<file path="config.mk">
export PLATFORM = sky130hd
export DESIGN_NAME = prime_factor_count_classifier_unit
export DESIGN_NICKNAME = d
export VERILOG_FILES = /design/src/pfcc_pkg.sv /design/src/pfcc_divider.sv /design/src/prime_factor_count_classifier_unit.sv
export SDC_FILE = /design/constraint.sdc
export NUM_CORES = 2
export LEC_CHECK = 0
export BUFFER_PORTS_ARGS = -buffer_cell sky130_fd_sc_hd__buf_2
export CAP_MARGIN = 20
export CORE_ASPECT_RATIO = 1.75
export CORE_MARGIN = 5
export CORE_UTILIZATION = 25
export CTS_CLUSTER_DIAMETER = 80
export DETAILED_ROUTE_END_ITERATION = 12
export PLACE_DENSITY = 0.44
export SYNTH_ARGS = -nofsm -noshare
export SYNTH_HDL_FRONTEND = slang
export SYNTH_SLANG_ARGS = --single-unit
</file>
<file path="constraint.sdc">
create_clock -name aclk -period 13 [get_ports aclk]
set_input_delay 2.6 -clock aclk [delete_from_list [all_inputs] [get_ports aclk]]
set_output_delay 2.6 -clock aclk [all_outputs]
set_load 0.02 [all_outputs]
</file>
<file path="src/pfcc_pkg.sv">
// pfcc_pkg: shared constants, types and codes of the prime factor count classifier
// used by pfcc_divider and prime_factor_count_classifier_unit; no dependencies
`timescale 1ns / 1ps

package pfcc_pkg;

    localparam int VALUE_BITS   = 48;
    localparam int DIV_BITS     = VALUE_BITS / 2 + 1;
    localparam int CNT_BITS     = $clog2(VALUE_BITS);
    localparam int VERDICT_BITS = 2;
    localparam int S_TDATA_BITS = ((VALUE_BITS + 7) / 8) * 8;
    localparam int M_TDATA_BITS = ((VERDICT_BITS + VALUE_BITS + 7) / 8) * 8;

    localparam logic [VERDICT_BITS-1:0] VERDICT_ONE_OR_PRIME = 2'd0;
    localparam logic [VERDICT_BITS-1:0] VERDICT_TWO_FACTORS  = 2'd1;
    localparam logic [VERDICT_BITS-1:0] VERDICT_MORE_FACTORS = 2'd2;

    localparam logic [1:0] FACTOR_COUNT_MAX = 2'd3;
    localparam logic [DIV_BITS-1:0] FIRST_DIVISOR = DIV_BITS'(2);

    typedef enum logic [2:0] {
        ST_IDLE,
        ST_DIV_START,
        ST_DIV_WAIT,
        ST_TAIL,
        ST_MUL,
        ST_OUT
    } pfcc_state_t;

    typedef struct packed {
        logic                  start;
        logic [VALUE_BITS-1:0] dividend;
        logic [DIV_BITS-1:0]   divisor;
    } div_req_t;

    typedef struct packed {
        logic                  busy;
        logic                  done;
        logic [VALUE_BITS-1:0] quotient;
        logic [DIV_BITS-1:0]   remainder;
    } div_rsp_t;

endpackage

</file>
<file path="src/pfcc_divider.sv">
// pfcc_divider: restoring radix-2 divider, one quotient bit per cycle
// depends on pfcc_pkg for widths and the request/response structs
`timescale 1ns / 1ps

module pfcc_divider
    import pfcc_pkg::*;
(
    input  logic     aclk,
    input  logic     aresetn,
    input  div_req_t req,
    output div_rsp_t rsp
);

    localparam logic [CNT_BITS-1:0] CNT_LAST = CNT_BITS'(VALUE_BITS - 1);

    logic                  busy_reg, busy_next;
    logic                  done_reg, done_next;
    logic [CNT_BITS-1:0]   cnt_reg, cnt_next;
    logic [VALUE_BITS-1:0] quo_reg, quo_next;
    logic [DIV_BITS-1:0]   rem_reg, rem_next;
    logic [DIV_BITS-1:0]   dsr_reg, dsr_next;

    logic [DIV_BITS:0]   partial;
    logic [DIV_BITS+1:0] diff;
    logic                fits;

    assign partial = {rem_reg, quo_reg[VALUE_BITS-1]};
    assign diff    = {1'b0, partial} - {2'b00, dsr_reg};
    assign fits    = ~diff[DIV_BITS+1];

    always_comb begin
        busy_next = busy_reg;
        done_next = 1'b0;
        cnt_next  = cnt_reg;
        quo_next  = quo_reg;
        rem_next  = rem_reg;
        dsr_next  = dsr_reg;
        if (req.start) begin
            busy_next = 1'b1;
            cnt_next  = CNT_LAST;
            quo_next  = req.dividend;
            rem_next  = '0;
            dsr_next  = req.divisor;
        end else if (busy_reg) begin
            quo_next = {quo_reg[VALUE_BITS-2:0], fits};
            rem_next = fits ? diff[DIV_BITS-1:0] : partial[DIV_BITS-1:0];
            cnt_next = cnt_reg - 1'b1;
            if (cnt_reg == '0) begin
                busy_next = 1'b0;
                done_next = 1'b1;
            end
        end
    end

    always_ff @(posedge aclk) begin
        if (!aresetn) begin
            busy_reg <= 1'b0;
            done_reg <= 1'b0;
            cnt_reg  <= '0;
        end else begin
            busy_reg <= busy_next;
            done_reg <= done_next;
            cnt_reg  <= cnt_next;
        end
        quo_reg <= quo_next;
        rem_reg <= rem_next;
        dsr_reg <= dsr_next;
    end

    assign rsp.busy      = busy_reg;
    assign rsp.done      = done_reg;
    assign rsp.quotient  = quo_reg;
    assign rsp.remainder = rem_reg;

    a_start_when_idle: assert property (@(posedge aclk) disable iff (!aresetn)
        req.start |-> !busy_reg)
        else $error("divider started while busy");

    a_done_ends_busy: assert property (@(posedge aclk) disable iff (!aresetn)
        done_reg |-> !busy_reg)
        else $error("divider done while still busy");

    a_remainder_below_divisor: assert property (@(posedge aclk) disable iff (!aresetn)
        done_reg |-> rem_reg < dsr_reg)
        else $error("divider remainder not below divisor");

endmodule

</file>
<file path="src/prime_factor_count_classifier_unit.sv">
// prime_factor_count_classifier_unit: top level, trial division sequencer around
// one shared divider; depends on pfcc_pkg and pfcc_divider
`timescale 1ns / 1ps
//
// Classifies a positive integer by the number of its prime factors, counted
// with multiplicity, found by trial division with divisors 2, 3, 4, ...
//   s_ channel: one word carries the value in s_tdata.
//   m_ channel: one word per value, verdict and move in m_tdata.
//   verdict 0: one or prime; 1: exactly two prime factors; 2: three or more,
//   and move is then the product of the two smallest prime factors (else 0).
// Every trial divide runs in the shared restoring divider, one quotient bit
// a cycle. The divides for one value are the divisors tried up to the
// square root of the cofactor plus one per factor found, at most about
// 2^24 divides for 48-bit values. s_tready is high only while no value
// is being factored; the finished word sits in an output register, so a
// new value is taken while it waits. If m_tready stays low, the next
// result is held back until the output register frees up. Reset clears
// the sequencer and the output valid.

module prime_factor_count_classifier_unit
    import pfcc_pkg::*;
(
    input  logic                    aclk,
    input  logic                    aresetn,
    input  logic                    s_tvalid,
    output logic                    s_tready,
    input  logic [S_TDATA_BITS-1:0] s_tdata,   // value, zero padded
    output logic                    m_tvalid,
    input  logic                    m_tready,
    output logic [M_TDATA_BITS-1:0] m_tdata    // verdict, move, zero padded
);

    pfcc_state_t state_reg, state_next;

    logic [VALUE_BITS-1:0]   rem_reg, rem_next;
    logic [DIV_BITS-1:0]     div_reg, div_next;
    logic [1:0]              cnt_reg, cnt_next;
    logic [DIV_BITS-1:0]     first_reg, first_next;
    logic [DIV_BITS-1:0]     second_reg, second_next;
    logic                    repeat_reg, repeat_next;
    logic [VALUE_BITS-1:0]   prod_reg;
    logic                    out_valid_reg, out_valid_next;
    logic [VERDICT_BITS-1:0] out_verdict_reg, out_verdict_next;
    logic [VALUE_BITS-1:0]   out_move_reg, out_move_next;

    logic [2*DIV_BITS-1:0]   prod_full;
    logic                    accept;
    logic                    search_over;
    logic                    out_free;
    logic                    div_start;

    div_req_t div_req;
    div_rsp_t div_rsp;

    pfcc_divider u_divider (
        .aclk    (aclk),
        .aresetn (aresetn),
        .req     (div_req),
        .rsp     (div_rsp)
    );

    assign accept      = s_tvalid && s_tready;
    assign out_free    = !out_valid_reg || m_tready;
    assign search_over = (cnt_reg == FACTOR_COUNT_MAX)
                      || (!repeat_reg && (VALUE_BITS'(div_reg) > div_rsp.quotient));
    assign prod_full   = first_reg * second_reg;

    // next state
    always_comb begin
        state_next = state_reg;
        case (state_reg)
            ST_IDLE:      if (s_tvalid) state_next = ST_DIV_START;
            ST_DIV_START: state_next = ST_DIV_WAIT;
            ST_DIV_WAIT: begin
                if (div_rsp.done) begin
                    state_next = search_over ? ST_TAIL : ST_DIV_START;
                end
            end
            ST_TAIL:      state_next = ST_MUL;
            ST_MUL:       state_next = ST_OUT;
            ST_OUT:       if (out_free) state_next = ST_IDLE;
            default:      state_next = ST_IDLE;
        endcase
    end

    // state outputs
    always_comb begin
        s_tready  = 1'b0;
        div_start = 1'b0;
        case (state_reg)
            ST_IDLE:      s_tready  = 1'b1;
            ST_DIV_START: div_start = 1'b1;
            default: begin
                s_tready  = 1'b0;
                div_start = 1'b0;
            end
        endcase
    end

    assign div_req.start    = div_start;
    assign div_req.dividend = rem_reg;
    assign div_req.divisor  = div_reg;

    // datapath
    always_comb begin
        rem_next         = rem_reg;
        div_next         = div_reg;
        cnt_next         = cnt_reg;
        first_next       = first_reg;
        second_next      = second_reg;
        repeat_next      = repeat_reg;
        out_valid_next   = out_valid_reg;
        out_verdict_next = out_verdict_reg;
        out_move_next    = out_move_reg;

        if (m_tready) begin
            out_valid_next = 1'b0;
        end

        if (accept) begin
            rem_next    = s_tdata[VALUE_BITS-1:0];
            div_next    = FIRST_DIVISOR;
            cnt_next    = '0;
            first_next  = '0;
            second_next = '0;
            repeat_next = 1'b0;
        end

        if (state_reg == ST_DIV_WAIT && div_rsp.done && !search_over) begin
            if (div_rsp.remainder == '0) begin
                if (cnt_reg == 2'd0) begin
                    first_next = div_reg;
                end
                if (cnt_reg == 2'd1) begin
                    second_next = div_reg;
                end
                cnt_next    = cnt_reg + 2'd1;
                rem_next    = div_rsp.quotient;
                repeat_next = 1'b1;
            end else begin
                div_next    = div_reg + 1'b1;
                repeat_next = 1'b0;
            end
        end

        // leftover cofactor above one is the last prime factor
        if (state_reg == ST_TAIL && cnt_reg != FACTOR_COUNT_MAX
                && rem_reg > VALUE_BITS'(1)) begin
            cnt_next = cnt_reg + 2'd1;
        end

        if (state_reg == ST_OUT && out_free) begin
            out_valid_next = 1'b1;
            case (cnt_reg)
                2'd0, 2'd1: begin
                    out_verdict_next = VERDICT_ONE_OR_PRIME;
                    out_move_next    = '0;
                end
                2'd2: begin
                    out_verdict_next = VERDICT_TWO_FACTORS;
                    out_move_next    = '0;
                end
                default: begin
                    out_verdict_next = VERDICT_MORE_FACTORS;
                    out_move_next    = prod_reg;
                end
            endcase
        end
    end

    always_ff @(posedge aclk) begin
        if (!aresetn) begin
            state_reg     <= ST_IDLE;
            cnt_reg       <= '0;
            repeat_reg    <= 1'b0;
            out_valid_reg <= 1'b0;
        end else begin
            state_reg     <= state_next;
            cnt_reg       <= cnt_next;
            repeat_reg    <= repeat_next;
            out_valid_reg <= out_valid_next;
        end
        rem_reg         <= rem_next;
        div_reg         <= div_next;
        first_reg       <= first_next;
        second_reg      <= second_next;
        prod_reg        <= prod_full[VALUE_BITS-1:0];
        out_verdict_reg <= out_verdict_next;
        out_move_reg    <= out_move_next;
    end

    assign m_tvalid = out_valid_reg;
    assign m_tdata  = M_TDATA_BITS'({out_move_reg, out_verdict_reg});

    a_count_holds_at_max: assert property (@(posedge aclk) disable iff (!aresetn)
        (cnt_reg == FACTOR_COUNT_MAX) && !accept |=> cnt_reg == FACTOR_COUNT_MAX)
        else $error("factor count left its maximum without a new word");

    a_divisor_at_least_two: assert property (@(posedge aclk) disable iff (!aresetn)
        (state_reg == ST_DIV_START || state_reg == ST_DIV_WAIT) |-> div_reg >= FIRST_DIVISOR)
        else $error("trial divisor below two");

    a_verdict_code: assert property (@(posedge aclk) disable iff (!aresetn)
        out_valid_reg |-> out_verdict_reg != 2'd3)
        else $error("unused verdict code on output");

    a_move_zero: assert property (@(posedge aclk) disable iff (!aresetn)
        out_valid_reg && out_verdict_reg != VERDICT_MORE_FACTORS |-> out_move_reg == '0)
        else $error("move nonzero without three factors");

    a_wait_has_divider: assert property (@(posedge aclk) disable iff (!aresetn)
        state_reg == ST_DIV_START |=> div_rsp.busy)
        else $error("divider not running after start");

endmodule

</file>
==> results.ini <==
[status]
outcome=finished, final reports clean

[timing]
slew_headroom=0.235
rsz0062_at_grt=no
fin_crit_sh=0.628
tightest_slew_ns=1.15
report.final.slew_viol_count=0
fin_skew_ns=0.0349
min_period_ns=8.16
finalSetupViolCount=0
layout_setup_ws_ns=4.84
hold_violations=0
fmax_ghz=0.122
tns_ns=0

[die]
rows=181
die_h_um=504
die_w_um=292
core_area_sq_um=139000
start_util=0.251
die_area_sq_um=147000
ioPinCount=110

[route]
ant_nets=0
drc_errors=0
drt_iter0_markers=1010
dr_total_vias=25090
routed_wl_um=106000
wire_per_inst_um=18.7
vias_per_cell=4.41
firstDrtPassIters=6

[setup_path]
path_max_fanout=26
worstPathRequired_ns=13.54
path_common_cell=fa_1
r2r-start=second_reg[9]$_DFF_P_
rr_endpoint=prod_reg[43]$_DFF_P_
cp-start-kind=flop
cp_slowest_stage_delay_ns=1.06
crit_path_end_kind=flop
cp.arrival_ns=8.70
crit_type=reg -> reg
path_cells=and2_1 > fa_1 > fa_1 > inv_1 > fa_1 > inv_1 > fa_1 > fa_1 > fa_1 > inv_1 > fa_1 > inv_1 > ha_1 > a21oi_1 > o21ai_0 > nor3_1 > a21oi_1 > a221oi_1 > o211ai_1 > a21oi_1 > xnor2_1
slowest_stage=dfxtp_1
r2r_slack_ns=4.84
cp_num_buf_inv=4
worst_r2r_path_depth=21
cp_top_family=adder cells

[synthesis]
muxShareOfSynthArea=0.0245
yosysSeqAreaShare=0.227
yosysWarnings=0
synth_seq_cells=334
synthXorXnorAreaFrac=0.0176
synth_cells=3792
synthSimpleGateAreaFrac=0.171
synth_compound_area_frac=0.0804
synth_top_family_by_area=adder cells
syn_area_sq_um=34800
async_reset_ff_frac=0
ys_types=72
synthFlopType=dfxtp_1
synth_edf_count=123
yosys.area_share.adder=0.385
synth.avg_cell_area_sq_um=9.18

[flow_run]
cap_violations=0

[power]
switchingPower_w=0.00101
power_w=0.00316
p_leak_nw=18.0
p_clk_frac=0.382
p_int_w=0.00215
p_per_area_nw_per_um2=81.4
swShare=0.319
ir_drop_uv=128
comb_power_share=0.211
pwr-share-seq=0.407

[clock_network]
path_clk_slew_ns=0.06
cts_tree=yes
postCtsResizedCells=0
htreeDepth=2
cts_inserted_buffers=43
cts_max_path_buffers=3
clock_latency_ns=0.62
cts_root_buf=clkbuf_16
cts_setup_buffers=0
hold_buffers=0
clock_sinks=334

[global_route]
grt_pass1_wl_um=165000
grt_max_degree=102
gr-usage-all-layers=0.144
antenna_found_initial=7
grt_overflow_total=0
grt_pass1_vias=27508

[layout]
layout_commonest_cell=inv_1
nFillCells=14837
multi_input_area_sq_um=23700
layout-drive-gt1-share=0.0678
area_growth_pct=11.6
num-nets-final=4625
final_cell_mix=669 x inv_1, 571 x nand2_1, 526 x fa_1, 376 x and2_1, 229 x ha_1
ff_latch_area_sq_um=7920

[placed_design]
gp_congestion=0.838
hpwl_um=81900
dp_slack_ns=4.83
portBuffers=103

[worst_hold_path]
whs_path_depth=2
min_to=second_reg[21]$_DFF_P_
hp-start=second_reg[21]$_DFF_P_
hp-class=reg -> reg

-- worst register-to-register path: stages, from the launching register on --
cell and delay [ns]:
dfxtp_1 1.06, and2_1 0.29, fa_1 0.44, fa_1 0.51, inv_1 0.05, fa_1 0.47, inv_1 0.05, fa_1 0.49
fa_1 0.49, fa_1 0.52, inv_1 0.05, fa_1 0.47, inv_1 0.04, ha_1 0.44, a21oi_1 0.56, o21ai_0 0.27
nor3_1 0.23, a21oi_1 0.32, a221oi_1 0.84, o211ai_1 0.19, a21oi_1 0.20, xnor2_1 0.13
-- logic make-up (layout without fill, tap and decap cells) --
group,Yosys count,in the layout
flops,334,334
other cells,1,10
buf+inv,862,916
fa+ha+maj,756,756
xor+xnor,70,70
mux,85,85
simple gates,1232,1232
compound gates,452,452
-- power by group through the flow --
| stage | sequential, W | clock [W] | combinational (W) |
|---|---|---|---|
| 5_1_grt | 0.00130 | 0.00130 | 0.000755 |
| 6_report | 0.00129 | 0.00121 | 0.000669 |
| 2_1_floorplan | 0.00127 | 0 | 0.000535 |
| 4_1_cts | 0.00129 | 0.00127 | 0.000673 |
| 3_5_place_dp | 0.00131 | 0 | 0.000669 |
| 3_3_place_gp | 0.00131 | 0 | 0.000665 |
-- synth_stat cells (all sizes together), types with 3 or more instances --
cell / instances / area (sq um)
ha: 230 / 2880
nand3b: 5 / 37.5
mux2i: 82 / 821
buf: 15 / 93.8
nand4: 28 / 175
clkbuf: 177 / 664
a21o: 54 / 405
o31ai: 4 / 43.8
nand2b: 17 / 106
a22oi: 4 / 30.0
a31oi: 11 / 68.8
inv: 670 / 2510
or3: 7 / 43.8
o21ai: 127 / 636
nand3: 26 / 130
fa: 526 / 10500
a221oi: 3 / 32.5
xnor2: 54 / 473
and2: 376 / 2350
nor3: 25 / 125
dfxtp: 211 / 4220
edfxtp: 123 / 3690
o211ai: 18 / 135
a21oi: 143 / 723
o211a: 3 / 30.0
a211oi: 24 / 185
and4: 3 / 26.3
nor4: 23 / 144
mux2: 3 / 33.8
a211o: 5 / 43.8
nand2: 571 / 2140
xor2: 16 / 140
nor2b: 11 / 68.8
nor2: 119 / 447
and3: 14 / 87.6
o21a: 17 / 128
o21bai: 12 / 90.1
-- area by class of cell --
| type | instances | share of cell area |
|---|---|---|
| Sequential cell | 334 | 0.204 |
| Tap cell | 1830 | 0.0589 |
| Timing Repair Buffer | 167 | 0.0260 |
| Antenna cell | 4 | 0.000258 |
| Clock buffer | 56 | 0.0297 |
| Inverter | 670 | 0.0648 |
| Clock inverter | 23 | 0.00615 |
| Multi-Input combinational cell | 2601 | 0.610 |
-- worst max-delay path by stage --
stage	end	from	cells after the start	slack, ns
after floorplan	prod_reg[42]$_DFF_P_	second_reg[16]$_DFF_P_	26	6.52
after detailed placement	prod_reg[43]$_DFF_P_	second_reg[9]$_DFF_P_	21	4.83
after CTS	prod_reg[43]$_DFF_P_	second_reg[9]$_DFF_P_	21	4.78
after global routing	prod_reg[43]$_DFF_P_	second_reg[9]$_DFF_P_	22	4.55
final	prod_reg[43]$_DFF_P_	second_reg[9]$_DFF_P_	21	4.84
after global placement	prod_reg[43]$_DFF_P_	first_reg[19]$_DFF_P_	23	4.80
-- routing by layer --
| metal | vias up | track usage | part of all wire |
|---|---|---|---|
| met4 | 6 | 0.0544 | 0.042 |
| met5 | - | 0 | 0.00032 |
| li1 | 11848 | - | - |
| met2 | 410 | 0.287 | 0.56 |
| met3 | 161 | 0.0152 | 0.029 |
| met1 | 12665 | 0.153 | 0.37 |
-- metrics by stage --
step,instances,area [sq um],utilization,hold WS [ns]
2_1_floorplan,3797,34800,-,0.435
5_1_grt,5682,38800,0.280,0.469
4_1_cts,5680,38800,0.280,0.453
6_report,5685,38800,0.280,0.450
3_3_place_gp,5601,37400,0.270,0.437
3_5_place_dp,5601,37400,0.270,0.443
Power figures use the tool's default switching activity.
